## config.mk

```make
export PLATFORM = sky130hd
export DESIGN_NAME = cpu_load_monitor_ema_unit
export DESIGN_NICKNAME = d
export VERILOG_FILES = /design/src/sv/cpulm_pkg.sv /design/src/sv/cpu_load_monitor_ema_unit.sv /design/src/sv/cpulm_delta.sv /design/src/sv/cpulm_div.sv
export SDC_FILE = /design/constraint.sdc
export NUM_CORES = 2
export LEC_CHECK = 0
export BUFFER_PORTS_ARGS = -buffer_cell sky130_fd_sc_hd__buf_2
export CORE_MARGIN = 5
export CORE_UTILIZATION = 61
export DETAILED_ROUTE_END_ITERATION = 12
export PLACE_DENSITY_LB_ADDON = 0.05
export SETUP_SLACK_MARGIN = 0.3
export SLEW_MARGIN = 10
export SYNTH_ARGS = -nofsm -noshare
export SYNTH_HDL_FRONTEND = slang
export SYNTH_HIERARCHICAL = 1
export SYNTH_SLANG_ARGS = --single-unit
```

## constraint.sdc

```tcl
create_clock -name clk -period 9.7 [get_ports clk]
set_input_delay 0.485 -clock clk [delete_from_list [all_inputs] [get_ports clk]]
set_output_delay 0.485 -clock clk [all_outputs]
set_load 0.03 [all_outputs]
```

## src/sv/cpulm_pkg.sv

```systemverilog
// shared types and constants for the cpu load monitor
package cpulm_pkg;

  localparam int CPU_W      = 7;
  localparam int IO_W       = 10;
  localparam int CPU_REL_W  = 14;
  localparam int IO_REL_W   = 17;
  localparam int MIN_INT_W  = 16;
  localparam int CFG_IDX_W  = 2;
  localparam int CFG_DATA_W = 17;
  localparam int QUO_W      = 17;
  localparam int STEP_W     = 5;

  localparam logic [CFG_IDX_W-1:0] CFG_MAX_CPU = 2'd0;
  localparam logic [CFG_IDX_W-1:0] CFG_MAX_IO  = 2'd1;
  localparam logic [CFG_IDX_W-1:0] CFG_MIN_INT = 2'd2;

  localparam logic [CPU_REL_W-1:0] MAX_CPU_RST = 14'd100;
  localparam logic [IO_REL_W-1:0]  MAX_IO_RST  = 17'd50;
  localparam logic [MIN_INT_W-1:0] MIN_INT_RST = 16'd500;

  localparam logic [CPU_REL_W-1:0] CPU_REL_SAT = 14'd10000;
  localparam logic [IO_REL_W-1:0]  IO_REL_SAT  = 17'd100000;
  localparam logic [QUO_W-1:0]     REL_SCALE   = 17'd100;

  localparam logic [STEP_W-1:0] CPU_Q_STEPS = 5'd7;
  localparam logic [STEP_W-1:0] IO_Q_STEPS  = 5'd10;
  localparam logic [STEP_W-1:0] REL_STEPS   = 5'd17;

  typedef enum logic [3:0] {
    ST_IDLE,
    ST_CHECK,
    ST_DELTA_GO,
    ST_DELTA_WAIT,
    ST_DCPU_GO,
    ST_DCPU_WAIT,
    ST_DIO_GO,
    ST_DIO_WAIT,
    ST_RCPU_GO,
    ST_RCPU_WAIT,
    ST_RIO_GO,
    ST_RIO_WAIT,
    ST_DONE
  } cpulm_state_t;

endpackage

```

## src/sv/cpu_load_monitor_ema_unit.sv

```systemverilog
// cpu and io load monitor with exponential smoothing, top level
// One transaction in gives one transaction out. A sample that is ignored by
// the interval test, or that is invalid, goes through the interval test, two
// 17-step divisions that scale the smoothed loads by the configured maxima,
// and the load of the output register. A valid sample that is taken adds,
// before the scaling divisions, a bit-serial pass over the stored counters
// of COUNTER_BITS + 10 steps; when a previous sample is stored and the total
// delta is nonzero, two more divisions of 7 and 10 steps follow that pass.
// The block takes one transaction at a time and accepts the next input in
// the cycle after the result is loaded. The result sits in an output
// register while it waits; a finished result stalls the block until that
// register is free. Configuration writes are accepted in every cycle.
module cpu_load_monitor_ema_unit #(
  parameter int COUNTER_BITS = 48,
  parameter int TIME_BITS    = 32
) (
  input  logic                             clk,
  input  logic                             rst_n,
  input  logic                             in_valid,
  output logic                             in_ready,
  input  logic [COUNTER_BITS-1:0]          in_user_ticks,
  input  logic [COUNTER_BITS-1:0]          in_system_ticks,
  input  logic [COUNTER_BITS-1:0]          in_nice_ticks,
  input  logic [COUNTER_BITS-1:0]          in_idle_ticks,
  input  logic [COUNTER_BITS-1:0]          in_iowait_ticks,
  input  logic                             in_sample_valid,
  input  logic [TIME_BITS-1:0]             in_now_ms,
  output logic                             out_valid,
  input  logic                             out_ready,
  output logic                             out_cpu_known,
  output logic [cpulm_pkg::CPU_REL_W-1:0]  out_cpu_load_rel,
  output logic                             out_io_known,
  output logic [cpulm_pkg::IO_REL_W-1:0]   out_io_load_rel,
  output logic                             out_sample_taken,
  input  logic                             cfg_valid,
  output logic                             cfg_ready,
  input  logic [cpulm_pkg::CFG_IDX_W-1:0]  cfg_index,
  input  logic [cpulm_pkg::CFG_DATA_W-1:0] cfg_data
);
  import cpulm_pkg::*;

  localparam int CB = COUNTER_BITS;
  localparam int PW = CB + 10;
  localparam int DW = (CB + 12 > 34) ? CB + 12 : 34;

  cpulm_state_t state_r, state_nxt;

  logic [TIME_BITS-1:0] now_r, last_time_r, last_time_nxt, elapsed;
  logic                 svalid_r, have_last_r, have_last_nxt;
  logic                 taken_r, taken_nxt, taken_c;
  logic [CPU_W-1:0]     sm_cpu_r, sm_cpu_nxt, cur_cpu_r, cur_cpu_nxt;
  logic [IO_W-1:0]      sm_io_r, sm_io_nxt;
  logic                 sm_cpu_known_r, sm_cpu_known_nxt;
  logic                 sm_io_known_r, sm_io_known_nxt;
  logic [CPU_REL_W-1:0] rel_cpu_r, rel_cpu_nxt, max_cpu_r;
  logic [IO_REL_W-1:0]  rel_io_r, rel_io_nxt, max_io_r;
  logic [MIN_INT_W-1:0] min_int_r;
  logic [CPU_W+4:0]     cpu_mix;
  logic [IO_W+4:0]      io_mix;

  logic                 accept, out_load, out_valid_r;
  logic                 dly_start, dly_done, dly_nz;
  logic [PW-1:0]        prod_cpu, prod_io;
  logic [CB+2:0]        total;

  logic                 div_start, div_done;
  logic [DW-1:0]        div_num, div_den;
  logic [STEP_W-1:0]    div_steps;
  logic [QUO_W-1:0]     div_quo;

  cpulm_delta #(.CB(CB)) u_delta (
    .clk      (clk),
    .rst_n    (rst_n),
    .cap_en   (accept),
    .ctr_i    ({in_iowait_ticks, in_idle_ticks, in_nice_ticks,
                in_system_ticks, in_user_ticks}),
    .start    (dly_start),
    .done     (dly_done),
    .prod_cpu (prod_cpu),
    .prod_io  (prod_io),
    .total    (total),
    .total_nz (dly_nz)
  );

  cpulm_div #(.DW(DW)) u_div (
    .clk   (clk),
    .rst_n (rst_n),
    .start (div_start),
    .num   (div_num),
    .den   (div_den),
    .steps (div_steps),
    .done  (div_done),
    .quo   (div_quo)
  );

  assign elapsed = now_r - last_time_r;
  assign taken_c = !sm_cpu_known_r || (elapsed > TIME_BITS'(min_int_r));

  // next state
  always_comb begin
    state_nxt = state_r;
    unique case (state_r)
      ST_IDLE:       if (accept) state_nxt = ST_CHECK;
      ST_CHECK:      state_nxt = (taken_c && svalid_r) ? ST_DELTA_GO : ST_RCPU_GO;
      ST_DELTA_GO:   state_nxt = ST_DELTA_WAIT;
      ST_DELTA_WAIT: begin
        if (dly_done) state_nxt = (dly_nz && have_last_r) ? ST_DCPU_GO : ST_RCPU_GO;
      end
      ST_DCPU_GO:    state_nxt = ST_DCPU_WAIT;
      ST_DCPU_WAIT:  if (div_done) state_nxt = ST_DIO_GO;
      ST_DIO_GO:     state_nxt = ST_DIO_WAIT;
      ST_DIO_WAIT:   if (div_done) state_nxt = ST_RCPU_GO;
      ST_RCPU_GO:    state_nxt = ST_RCPU_WAIT;
      ST_RCPU_WAIT:  if (div_done) state_nxt = ST_RIO_GO;
      ST_RIO_GO:     state_nxt = ST_RIO_WAIT;
      ST_RIO_WAIT:   if (div_done) state_nxt = ST_DONE;
      ST_DONE:       if (out_load) state_nxt = ST_IDLE;
      default:       state_nxt = ST_IDLE;
    endcase
  end

  // control outputs
  always_comb begin
    in_ready  = 1'b0;
    dly_start = 1'b0;
    div_start = 1'b0;
    out_load  = 1'b0;
    div_num   = DW'(prod_cpu);
    div_den   = DW'(total) << (CPU_Q_STEPS - STEP_W'(1));
    div_steps = CPU_Q_STEPS;
    unique case (state_r)
      ST_IDLE:     in_ready = 1'b1;
      ST_DELTA_GO: dly_start = 1'b1;
      ST_DCPU_GO:  div_start = 1'b1;
      ST_DIO_GO: begin
        div_start = 1'b1;
        div_num   = DW'(prod_io);
        div_den   = DW'(total) << (IO_Q_STEPS - STEP_W'(1));
        div_steps = IO_Q_STEPS;
      end
      ST_RCPU_GO: begin
        div_start = 1'b1;
        div_num   = DW'(QUO_W'(sm_cpu_r) * REL_SCALE);
        div_den   = DW'(max_cpu_r) << (REL_STEPS - STEP_W'(1));
        div_steps = REL_STEPS;
      end
      ST_RIO_GO: begin
        div_start = 1'b1;
        div_num   = DW'(QUO_W'(sm_io_r) * REL_SCALE);
        div_den   = DW'(max_io_r) << (REL_STEPS - STEP_W'(1));
        div_steps = REL_STEPS;
      end
      ST_DONE:     out_load = !out_valid_r || out_ready;
      default: begin
      end
    endcase
  end

  assign accept    = in_valid && in_ready;
  assign cfg_ready = 1'b1;

  // datapath next values
  always_comb begin
    last_time_nxt    = last_time_r;
    have_last_nxt    = have_last_r;
    taken_nxt        = taken_r;
    cur_cpu_nxt      = cur_cpu_r;
    sm_cpu_nxt       = sm_cpu_r;
    sm_io_nxt        = sm_io_r;
    sm_cpu_known_nxt = sm_cpu_known_r;
    sm_io_known_nxt  = sm_io_known_r;
    rel_cpu_nxt      = rel_cpu_r;
    rel_io_nxt       = rel_io_r;
    cpu_mix = {sm_cpu_r, 5'b00000} - {5'b00000, sm_cpu_r} + {5'b00000, cur_cpu_r};
    io_mix  = {sm_io_r, 5'b00000} - {5'b00000, sm_io_r} + {5'b00000, div_quo[IO_W-1:0]};
    case (state_r)
      ST_CHECK: begin
        taken_nxt = taken_c;
        if (taken_c) begin
          last_time_nxt = now_r;
          if (!svalid_r) begin
            have_last_nxt    = 1'b0;
            sm_cpu_known_nxt = 1'b0;
            sm_io_known_nxt  = 1'b0;
            sm_cpu_nxt       = '0;
            sm_io_nxt        = '0;
          end
        end
      end
      ST_DELTA_WAIT: begin
        if (dly_done) begin
          have_last_nxt = 1'b1;
          if (!(dly_nz && have_last_r)) begin
            sm_cpu_known_nxt = 1'b0;
            sm_io_known_nxt  = 1'b0;
            sm_cpu_nxt       = '0;
            sm_io_nxt        = '0;
          end
        end
      end
      ST_DCPU_WAIT: if (div_done) cur_cpu_nxt = div_quo[CPU_W-1:0];
      ST_DIO_WAIT: begin
        if (div_done) begin
          sm_cpu_nxt       = sm_cpu_known_r ? cpu_mix[CPU_W+4:5] : cur_cpu_r;
          sm_io_nxt        = sm_io_known_r ? io_mix[IO_W+4:5] : div_quo[IO_W-1:0];
          sm_cpu_known_nxt = 1'b1;
          sm_io_known_nxt  = 1'b1;
        end
      end
      ST_RCPU_WAIT: if (div_done) rel_cpu_nxt = div_quo[CPU_REL_W-1:0];
      ST_RIO_WAIT:  if (div_done) rel_io_nxt = div_quo[IO_REL_W-1:0];
      default: begin
      end
    endcase
  end

  always_ff @(posedge clk) begin
    if (!rst_n) begin
      state_r        <= ST_IDLE;
      last_time_r    <= '0;
      have_last_r    <= 1'b0;
      sm_cpu_r       <= '0;
      sm_io_r        <= '0;
      sm_cpu_known_r <= 1'b0;
      sm_io_known_r  <= 1'b0;
      out_valid_r    <= 1'b0;
      max_cpu_r      <= MAX_CPU_RST;
      max_io_r       <= MAX_IO_RST;
      min_int_r      <= MIN_INT_RST;
    end else begin
      state_r        <= state_nxt;
      last_time_r    <= last_time_nxt;
      have_last_r    <= have_last_nxt;
      sm_cpu_r       <= sm_cpu_nxt;
      sm_io_r        <= sm_io_nxt;
      sm_cpu_known_r <= sm_cpu_known_nxt;
      sm_io_known_r  <= sm_io_known_nxt;
      if (out_load) begin
        out_valid_r <= 1'b1;
      end else if (out_ready) begin
        out_valid_r <= 1'b0;
      end
      if (cfg_valid) begin
        unique case (cfg_index)
          CFG_MAX_CPU: max_cpu_r <= cfg_data[CPU_REL_W-1:0];
          CFG_MAX_IO:  max_io_r  <= cfg_data[IO_REL_W-1:0];
          CFG_MIN_INT: min_int_r <= cfg_data[MIN_INT_W-1:0];
          default: begin
          end
        endcase
      end
    end
  end

  always_ff @(posedge clk) begin
    if (accept) begin
      now_r    <= in_now_ms;
      svalid_r <= in_sample_valid;
    end
    taken_r   <= taken_nxt;
    cur_cpu_r <= cur_cpu_nxt;
    rel_cpu_r <= rel_cpu_nxt;
    rel_io_r  <= rel_io_nxt;
    if (out_load) begin
      out_cpu_known    <= sm_cpu_known_r;
      out_io_known     <= sm_io_known_r;
      out_sample_taken <= taken_r;
      out_cpu_load_rel <= !sm_cpu_known_r ? '0 :
                          (max_cpu_r == '0) ? CPU_REL_SAT : rel_cpu_r;
      out_io_load_rel  <= !sm_io_known_r ? '0 :
                          (max_io_r == '0) ? IO_REL_SAT : rel_io_r;
    end
  end

  assign out_valid = out_valid_r;

endmodule

```

## src/sv/cpulm_delta.sv

```systemverilog
// bit-serial counter deltas, sums and constant products, with stored counters
module cpulm_delta #(
  parameter int CB = 48
) (
  input  logic                clk,
  input  logic                rst_n,
  input  logic                cap_en,
  input  logic [4:0][CB-1:0]  ctr_i,
  input  logic                start,
  output logic                done,
  output logic [CB+9:0]       prod_cpu,
  output logic [CB+9:0]       prod_io,
  output logic [CB+2:0]       total,
  output logic                total_nz
);

  localparam int PW   = CB + 10;
  localparam int CNTW = $clog2(PW + 1);

  logic [4:0][CB-1:0] new_r, last_r;
  logic [4:0]         brw_r;
  logic [1:0]         cu_r, ct_r, cp_r;
  logic [2:0]         ci_r;
  logic [5:0]         uh_r;
  logic [8:0]         dh_r;
  logic [PW-1:0]      acc_cpu_r, acc_io_r, acc_tot_r;
  logic               nz_r, busy_r, done_r;
  logic [CNTW-1:0]    cnt_r;

  logic               in_ctr;
  logic [4:0]         d, brw_nxt;
  logic [2:0]         usum, tsum, psum;
  logic [3:0]         isum;

  always_comb begin
    in_ctr = busy_r && (cnt_r < CNTW'(CB));
    for (int i = 0; i < 5; i++) begin
      d[i]       = in_ctr & (new_r[i][0] ^ last_r[i][0] ^ brw_r[i]);
      brw_nxt[i] = (~new_r[i][0] & last_r[i][0]) | (~new_r[i][0] & brw_r[i])
                 | (last_r[i][0] & brw_r[i]);
    end
    usum = {2'b00, d[0]} + {2'b00, d[1]} + {2'b00, d[2]} + {1'b0, cu_r};
    tsum = {2'b00, usum[0]} + {2'b00, d[3]} + {2'b00, d[4]} + {1'b0, ct_r};
    // 100 = 64 + 32 + 4
    psum = {2'b00, uh_r[1]} + {2'b00, uh_r[4]} + {2'b00, uh_r[5]} + {1'b0, cp_r};
    // 1000 = 512 + 256 + 128 + 64 + 32 + 8
    isum = {3'b000, dh_r[2]} + {3'b000, dh_r[4]} + {3'b000, dh_r[5]}
         + {3'b000, dh_r[6]} + {3'b000, dh_r[7]} + {3'b000, dh_r[8]}
         + {1'b0, ci_r};
  end

  always_ff @(posedge clk) begin
    if (!rst_n) begin
      last_r <= '0;
      busy_r <= 1'b0;
      done_r <= 1'b0;
      cnt_r  <= '0;
    end else begin
      done_r <= 1'b0;
      if (start) begin
        busy_r <= 1'b1;
        cnt_r  <= '0;
      end else if (busy_r) begin
        cnt_r <= cnt_r + CNTW'(1);
        if (cnt_r == CNTW'(PW - 1)) begin
          busy_r <= 1'b0;
          done_r <= 1'b1;
        end
        if (in_ctr) begin
          for (int i = 0; i < 5; i++) begin
            last_r[i] <= {new_r[i][0], last_r[i][CB-1:1]};
          end
        end
      end
    end
  end

  always_ff @(posedge clk) begin
    if (cap_en) begin
      new_r <= ctr_i;
    end else if (in_ctr) begin
      for (int i = 0; i < 5; i++) begin
        new_r[i] <= new_r[i] >> 1;
      end
    end
    if (start) begin
      brw_r <= '0;
      cu_r  <= '0;
      ct_r  <= '0;
      cp_r  <= '0;
      ci_r  <= '0;
      uh_r  <= '0;
      dh_r  <= '0;
      nz_r  <= 1'b0;
    end else if (busy_r) begin
      brw_r     <= brw_nxt;
      cu_r      <= usum[2:1];
      ct_r      <= tsum[2:1];
      cp_r      <= psum[2:1];
      ci_r      <= isum[3:1];
      uh_r      <= {uh_r[4:0], usum[0]};
      dh_r      <= {dh_r[7:0], d[4]};
      nz_r      <= nz_r | tsum[0];
      acc_cpu_r <= {psum[0], acc_cpu_r[PW-1:1]};
      acc_io_r  <= {isum[0], acc_io_r[PW-1:1]};
      acc_tot_r <= {tsum[0], acc_tot_r[PW-1:1]};
    end
  end

  assign done     = done_r;
  assign prod_cpu = acc_cpu_r;
  assign prod_io  = acc_io_r;
  assign total    = acc_tot_r[CB+2:0];
  assign total_nz = nz_r;

endmodule

```

## src/sv/cpulm_div.sv

```systemverilog
// restoring divider, one quotient bit per cycle
module cpulm_div #(
  parameter int DW = 60
) (
  input  logic                         clk,
  input  logic                         rst_n,
  input  logic                         start,
  input  logic [DW-1:0]                num,
  input  logic [DW-1:0]                den,
  input  logic [cpulm_pkg::STEP_W-1:0] steps,
  output logic                         done,
  output logic [cpulm_pkg::QUO_W-1:0]  quo
);
  import cpulm_pkg::*;

  logic [DW-1:0]     rem_r, den_r, diff;
  logic [QUO_W-1:0]  quo_r;
  logic [STEP_W-1:0] cnt_r;
  logic              busy_r, done_r, ge;

  assign ge   = rem_r >= den_r;
  assign diff = rem_r - den_r;

  always_ff @(posedge clk) begin
    if (!rst_n) begin
      busy_r <= 1'b0;
      done_r <= 1'b0;
      cnt_r  <= '0;
    end else begin
      done_r <= 1'b0;
      if (start) begin
        busy_r <= 1'b1;
        cnt_r  <= steps;
      end else if (busy_r) begin
        cnt_r <= cnt_r - STEP_W'(1);
        if (cnt_r == STEP_W'(1)) begin
          busy_r <= 1'b0;
          done_r <= 1'b1;
        end
      end
    end
  end

  always_ff @(posedge clk) begin
    if (start) begin
      rem_r <= num;
      den_r <= den;
      quo_r <= '0;
    end else if (busy_r) begin
      rem_r <= ge ? diff : rem_r;
      den_r <= den_r >> 1;
      quo_r <= {quo_r[QUO_W-2:0], ge};
    end
  end

  assign done = done_r;
  assign quo  = quo_r;

endmodule
```

Word-level counts from Yosys, hierarchy flattened --
Index checks and enable logic that the tools add are counted. Widths: inputs -> output; s select.
Word-level totals: logic and storage cells 255, output and inout port bits 37, input bits 297, register bits after elaboration 1044, memories 0, bits in read-only memories 0, memory bits (writable) 0, latch bits 0
Cells by class: bitwise logic cells 51, $mul 2, mux-type cells 60, reductions and logical operators 38, divide/modulo/power cells 0, add/sub/neg operators 23, order comparisons 3, shifts and indexed selects 0, equal/unequal tests 26
Operators by type and width (count):
- $mux 240 | 2
- $mux 60 | 5
- $pmux 60 s3 | 1
- $pmux 58 s3 | 1
- $ge 60x60->1 | 1
- $mux 10 | 6
- $sub 60x60->60 | 1
- $pmux 4 s13 | 1
- $mux 7 | 6
- $mux 4 | 9
- $gt 32x16->1 | 1
- $sub 32x32->32 | 1
- $pmux 10 s3 | 1
- $pmux 7 s3 | 1
- $and 1x1->1 | 20
- $eq 4x4->1 const B | 5
- $mux 1 | 20
- $reduce_and 2->1 | 9
- $logic_not 17->1 | 1
- $mux 17 | 1
- $add 4x1->4 | 4
- $eq 4x3->1 const B | 4
- $add 15x10->15 | 1
- $mul 10x5->15 const B | 1
- 42 further kinds | 100

Logic depth before layout (Yosys ltp) --
word-level depth 10, depth in mapped cells 22, mapped depth without buffers 20

Cells and area by module --
Netlist, hierarchy kept.
By module, submodules not included:
- cpulm_delta | times used 1, area each 27358.7 um^2, seq. area each 17997.3 um^2, cells an instance 2030
- cpu_load_monitor_ema_unit | times used 1, area each 13963.4 um^2, seq. area each 5215.0 um^2, cells an instance 1527
- cpulm_div | times used 1, area each 9801.9 um^2, seq. area each 4083.9 um^2, cells an instance 1109

Worst setup path after synthesis --
Ideal clock, no wire load.
path kind reg2reg, start point register state_r[2], end point register u_delta/new_r[0] in the netlist's numbering (enable), cell stages (with the launch flop) 9, clock period less this slack 8689 ps, path slack 1011 ps, library setup time 600 ps, required time 9100 ps, arrival 8089 ps, buffers on the path 5, cells stage by stage dfxtp_1 -> clkbuf_1 -> buf_1 -> nor4_1 -> and2_1 -> buf_2 -> buf_2 -> buf_2 -> a21o_1
Between the ends: word-level cells in the longest chain between the ends 4
RTL lines:
- from (decl) | line cpu_load_monitor_ema_unit.sv:46 | cpulm_state_t state_r, state_nxt;
- from (signal assigned) | line cpu_load_monitor_ema_unit.sv:231 | state_r <= state_nxt;
- $logic_not 4->1 | line cpu_load_monitor_ema_unit.sv:131 | unique case (state_r)
- $mux 1 | line cpu_load_monitor_ema_unit.sv:131
- named net in_ready | line cpu_load_monitor_ema_unit.sv:20 | output logic in_ready,
- $logic_and 1x1->1 | line cpu_load_monitor_ema_unit.sv:159 | assign accept = in_valid && in_ready;
- named net accept | line cpu_load_monitor_ema_unit.sv:61 | logic accept, out_load, out_valid_r;
- $reduce_bool 2->1 (no line)
- to (signal assigned) | line cpulm_delta.sv:80 | new_r <= ctr_i;
- to (signal, indexed assignment) | line cpulm_delta.sv:83 | new_r[i] <= new_r[i] >> 1;
- to (decl) | line cpulm_delta.sv:20 | logic [4:0][CB-1:0] new_r, last_r;
The timed path passes the listed nets, and every way through them passes these cells. A chain may end at the register's enable or synchronous reset.

Worst setup path in the final report --
start point register now_r[1], end point register last_time_r[4]
Between the ends: word-level cells in the longest chain between the ends 4
RTL lines:
- from (decl) | line cpu_load_monitor_ema_unit.sv:48 | logic [TIME_BITS-1:0] now_r, last_time_r, last_time_nxt, elapsed;
- from (signal assigned) | line cpu_load_monitor_ema_unit.sv:257 | now_r <= in_now_ms;
- $sub 32x32->32 | line cpu_load_monitor_ema_unit.sv:96 | assign elapsed = now_r - last_time_r;
- $gt 32x16->1 | line cpu_load_monitor_ema_unit.sv:97 | assign taken_c = !sm_cpu_known_r || (elapsed > TIME_BITS'(min_int_r));
- $logic_or 1x1->1 | line cpu_load_monitor_ema_unit.sv:97
- named net taken_c | line cpu_load_monitor_ema_unit.sv:50 | logic taken_r, taken_nxt, taken_c;
- $reduce_and 2->1 (no line)
- to (signal assigned) | line cpu_load_monitor_ema_unit.sv:232 | last_time_r <= last_time_nxt;
- to (decl) | line cpu_load_monitor_ema_unit.sv:48
The timed path passes the listed nets, and every way through them passes these cells.

==> impl_results.md <==
* CP max stage delay at 0.57 ns
* Hold path depth at 3
* Place WS at roughly 4.6 ns
* Core Rows at 106
* Vias in the first global route at 34400
* Crit Path Category: flip-flop to flip-flop
* DIE HEIGHT at between 200 and 300 um
* Top post-synthesis cells by count: edfxtp_1, o21ai_0, dfxtp_1, nand2_1, nand3_1
* Full die area at roughly 0.09 sq mm
* Warnings, synthesis at 6
* Yosys top cell by area: edfxtp_1
* CTS tree: yes
* Startpoint type of the worst setup path: flip-flop
* Initial antenna violation count at 45
* Clock Skews at 0.0306 ns
* Share of the clock period used by the worst path at a little over half
* Htree depth at 3
* Slew @ Worst Pin at around 1.2 ns
* Post-Syn Instances at 4666
* Final nets at 5360
* Worst path most repeated cell: nand4_1
* Number of I/O port buffers at 332
* CTS Buf Count at about 110
* FF-to-FF End: last_time_r[4]
* Hold Path Class: input port to flip-flop
* Hold Path Sink: max_io_r[7]
* FMAX at 0.196 GHz
* Crit Reg-Reg Startpoint: now_r[1]
* Initial Util at 61.3%
* Top-count cell post-synth: edfxtp_1
* Synth Flop Type: edfxtp_1
* Worst Hold Launch: cfg_data[7]
* Final critical-path required period at 5.11 ns
* Worst reg2reg path depth at 19
* CP max stage cell: and2_2
* Max Cap Violations at 0
* Total negative slack at 0 ns
* EDFF count, synth at 639
* First-pass GRT wire length at 183 mm
* Setup ws final at 4.59 ns
* Total track usage at 24.7%
* Worst EP arrival at 5.59 ns
* Final setup violation count at 0
* Die Width at 300 um
* Final Hold Vio Count at 0
* Clock transition at path regs at 0.06 ns
* Data required time of the critical path at approximately 10 ns
* Layout cells sized above 1 at 17.1%
* Leak at 0.0208 uW
* Hpwl dp at 75.2 mm
* Sequential fraction of the synthesis area at 53.4%
* Via Count at 35300
* Clock Latency Late Sink at 0.67 ns
* Total length of routed wires at 115 mm
* Pins Over Slew Limit at 0
* Antenna-violating nets left at 0
* Worst rel slew slack at roughly 20%
* Crit. End Element: flip-flop
* Status: finished, final reports clean
* Remaining global-route overflow at 0
* DR DRC count at 0
* Postcts setup bufs at 0
* Max clock buf depth at 3
* Cell Pwr Density at 230 mW/mm^2
* Register bit total from synthesis at 1044
* Ports at 334
* Cell Chain, Critical Path: ha_1, nor2b_4, o31a_1, o31a_1, o211a_4, o21bai_1, nand2_1, xor2_1, ha_1, nand4_1, nor2_1, a221o_1, a211o_1, a21oi_1, nand4_1, nor4_2, nand4_1, and2_2, mux2i_1
* RePlAce Congestion at a little over 0.9
* Top-area cell type share of the netlist area at roughly 38%
* DR WL/cell at 19.0 um
* # clock sinks at 1044
* Area contributors post-synth: edfxtp_1, dfxtp_1, mux2_2, ha_1, o21ai_0
* FFs w/ async S/R, synth at 0%
* Worst VDD drop at 0.175 mV
* R2R setup slack at 4.59 ns
* Unrepaired setup endpoints after global routing: no
* Crit-path max FO at 33
* Avg Cell Area, Syn at 11.0 sq um
* Core ar. at approximately 0.083 sq mm
* Initial DRT Pass Iterations at 6
* Clk root buf: clkbuf_16
* Area delta synth->final at 10.8%
* Vias per cell at 5.87
* Fillers at 6505
* Netlist cell types at 99
* Largest net degree at the start of global routing at 262
* Drt first-iter violations at about 3000
* Synthesized cell area at approximately 0.051 sq mm
-- critical path, delay by kind of cell (launching register included) --
kind	cells	cell delay (ns)
AO/OA/AOI/OAI	7	1.77
adder cells (fa/ha/maj)	2	0.63
multiplexers	1	0.23
XOR/XNOR	1	0.15
AND/OR/NAND/NOR	8	1.69
flip-flops	1	0.41
-- timing repair --
item / in CTS / in global routing
hold buffers: 33 / 0
setup endpoints to repair: 0 / 0
resized for setup: 0 / 0
endpoints found under the hold margin: 33 / 0
-- cell families after synthesis --
group                    count (synthesis)  share of synthesized area [%]
flip-flops                            1044                           53.4
XOR/XNOR                               108                           1.85
adder cells (fa/ha/maj)                240                           6.31
AND/OR/NAND/NOR                       1066                           9.76
buffers and inverters                  623                           5.68
multiplexers                           323                           6.91
AO/OA/AOI/OAI                         1260                           16.1
other                                    2                         0.0147
-- flip-flops by register name, indices dropped and copies added (netlist names), 7 cells and up --
| name | cells |
|---|---|
| cur_cpu_r | 7 |
| u_div/rem_r | 60 |
| u_delta/prod_cpu | 58 |
| max_io_r | 17 |
| u_delta/new_r | 240 |
| now_r | 32 |
| u_delta/last_r | 240 |
| max_cpu_r | 14 |
| out_cpu_load_rel | 14 |
| u_delta/acc_tot_r | 58 |
| rel_io_r | 17 |
| out_io_load_rel | 17 |
| sm_io_r | 10 |
| u_div/den_r | 60 |
| sm_cpu_r | 7 |
| u_delta/prod_io | 58 |
| u_delta/dh_r | 9 |
| u_div/quo | 17 |
| min_int_r | 16 |
| last_time_r | 32 |
| rel_cpu_r | 14 |
-- per-layer routing --
layer	wire [um]	GRT usage, %	part of all wire, %	vias to the layer above
met5	237	0	0.21	-
met1	50300	33.6	44	17100
met3	6560	5.16	5.7	180
met4	2450	6.89	2.1	40
li1	-	-	-	17200
met2	55100	40.7	48	823
-- per-stage QoR --
| stage | cell area [sq um] | hold WS [ns] | util [%] | power (uW) | instances |
|---|---|---|---|---|---|
| floorplan | 51200 | 0.400 | - | 8210 | 4673 |
| global placement | 52600 | 0.402 | 63.1 | 8800 | 5759 |
| detailed placement | 52600 | 0.406 | 63.1 | 8850 | 5759 |
| CTS | 56600 | 0.0570 | 67.8 | 13100 | 5997 |
| global route | 56600 | 0.0751 | 67.9 | 13700 | 6015 |
| finish | 56600 | 0.0910 | 67.9 | 13000 | 6020 |
-- layout make-up --
type / count / area, sq um / area share, %
tap: 1080 / 1350 / 2.39
clock buffer: 151 / 3040 / 5.37
timing repair buffer: 403 / 2300 / 4.06
antenna: 23 / 57.6 / 0.102
inverter: 259 / 990 / 1.75
clock inverter: 54 / 581 / 1.03
multi-input combinational: 3006 / 21000 / 37.1
sequential: 1044 / 27300 / 48.2
-- report_power, final --
part | internal [uW] | switching [uW]
logic | 1240 | 1780
clock network | 2440 | 1750
registers | 5540 | 243
-- worst max-delay path by stage --
stage / slack, ns / to / cells after the start / from
3_5_place_dp: 4.58 / last_time_r[24] / 19 / now_r[1]
6_report: 4.59 / last_time_r[4] / 19 / now_r[1]
2_1_floorplan: 1.01 / u_delta/new_r[0] / 8 / state_r[2]
3_3_place_gp: 4.66 / last_time_r[1] / 19 / now_r[1]
4_1_cts: 4.57 / last_time_r[4] / 19 / now_r[1]
5_1_grt: 4.25 / last_time_r[5] / 20 / last_time_r[1]
-- cells in the final DEF, fill, tap and decap left out, types with 38 or more instances in the layout --
cell	instances
a21oi_1	201
o21ai_0	429
and2_1	38
a21boi_1	185
mux2_2	240
inv_1	253
ha_1	210
nand3_1	273
buf_2	331
a21o_1	47
dfxtp_1	404
nand4_1	42
xor2_1	38
edfxtp_1	639
a21boi_0	65
nor2_1	166
nand2_1	396
xnor2_1	70
clkbuf_16	112
mux2i_1	83
a22o_1	76
(Power assumes the default switching activity.)
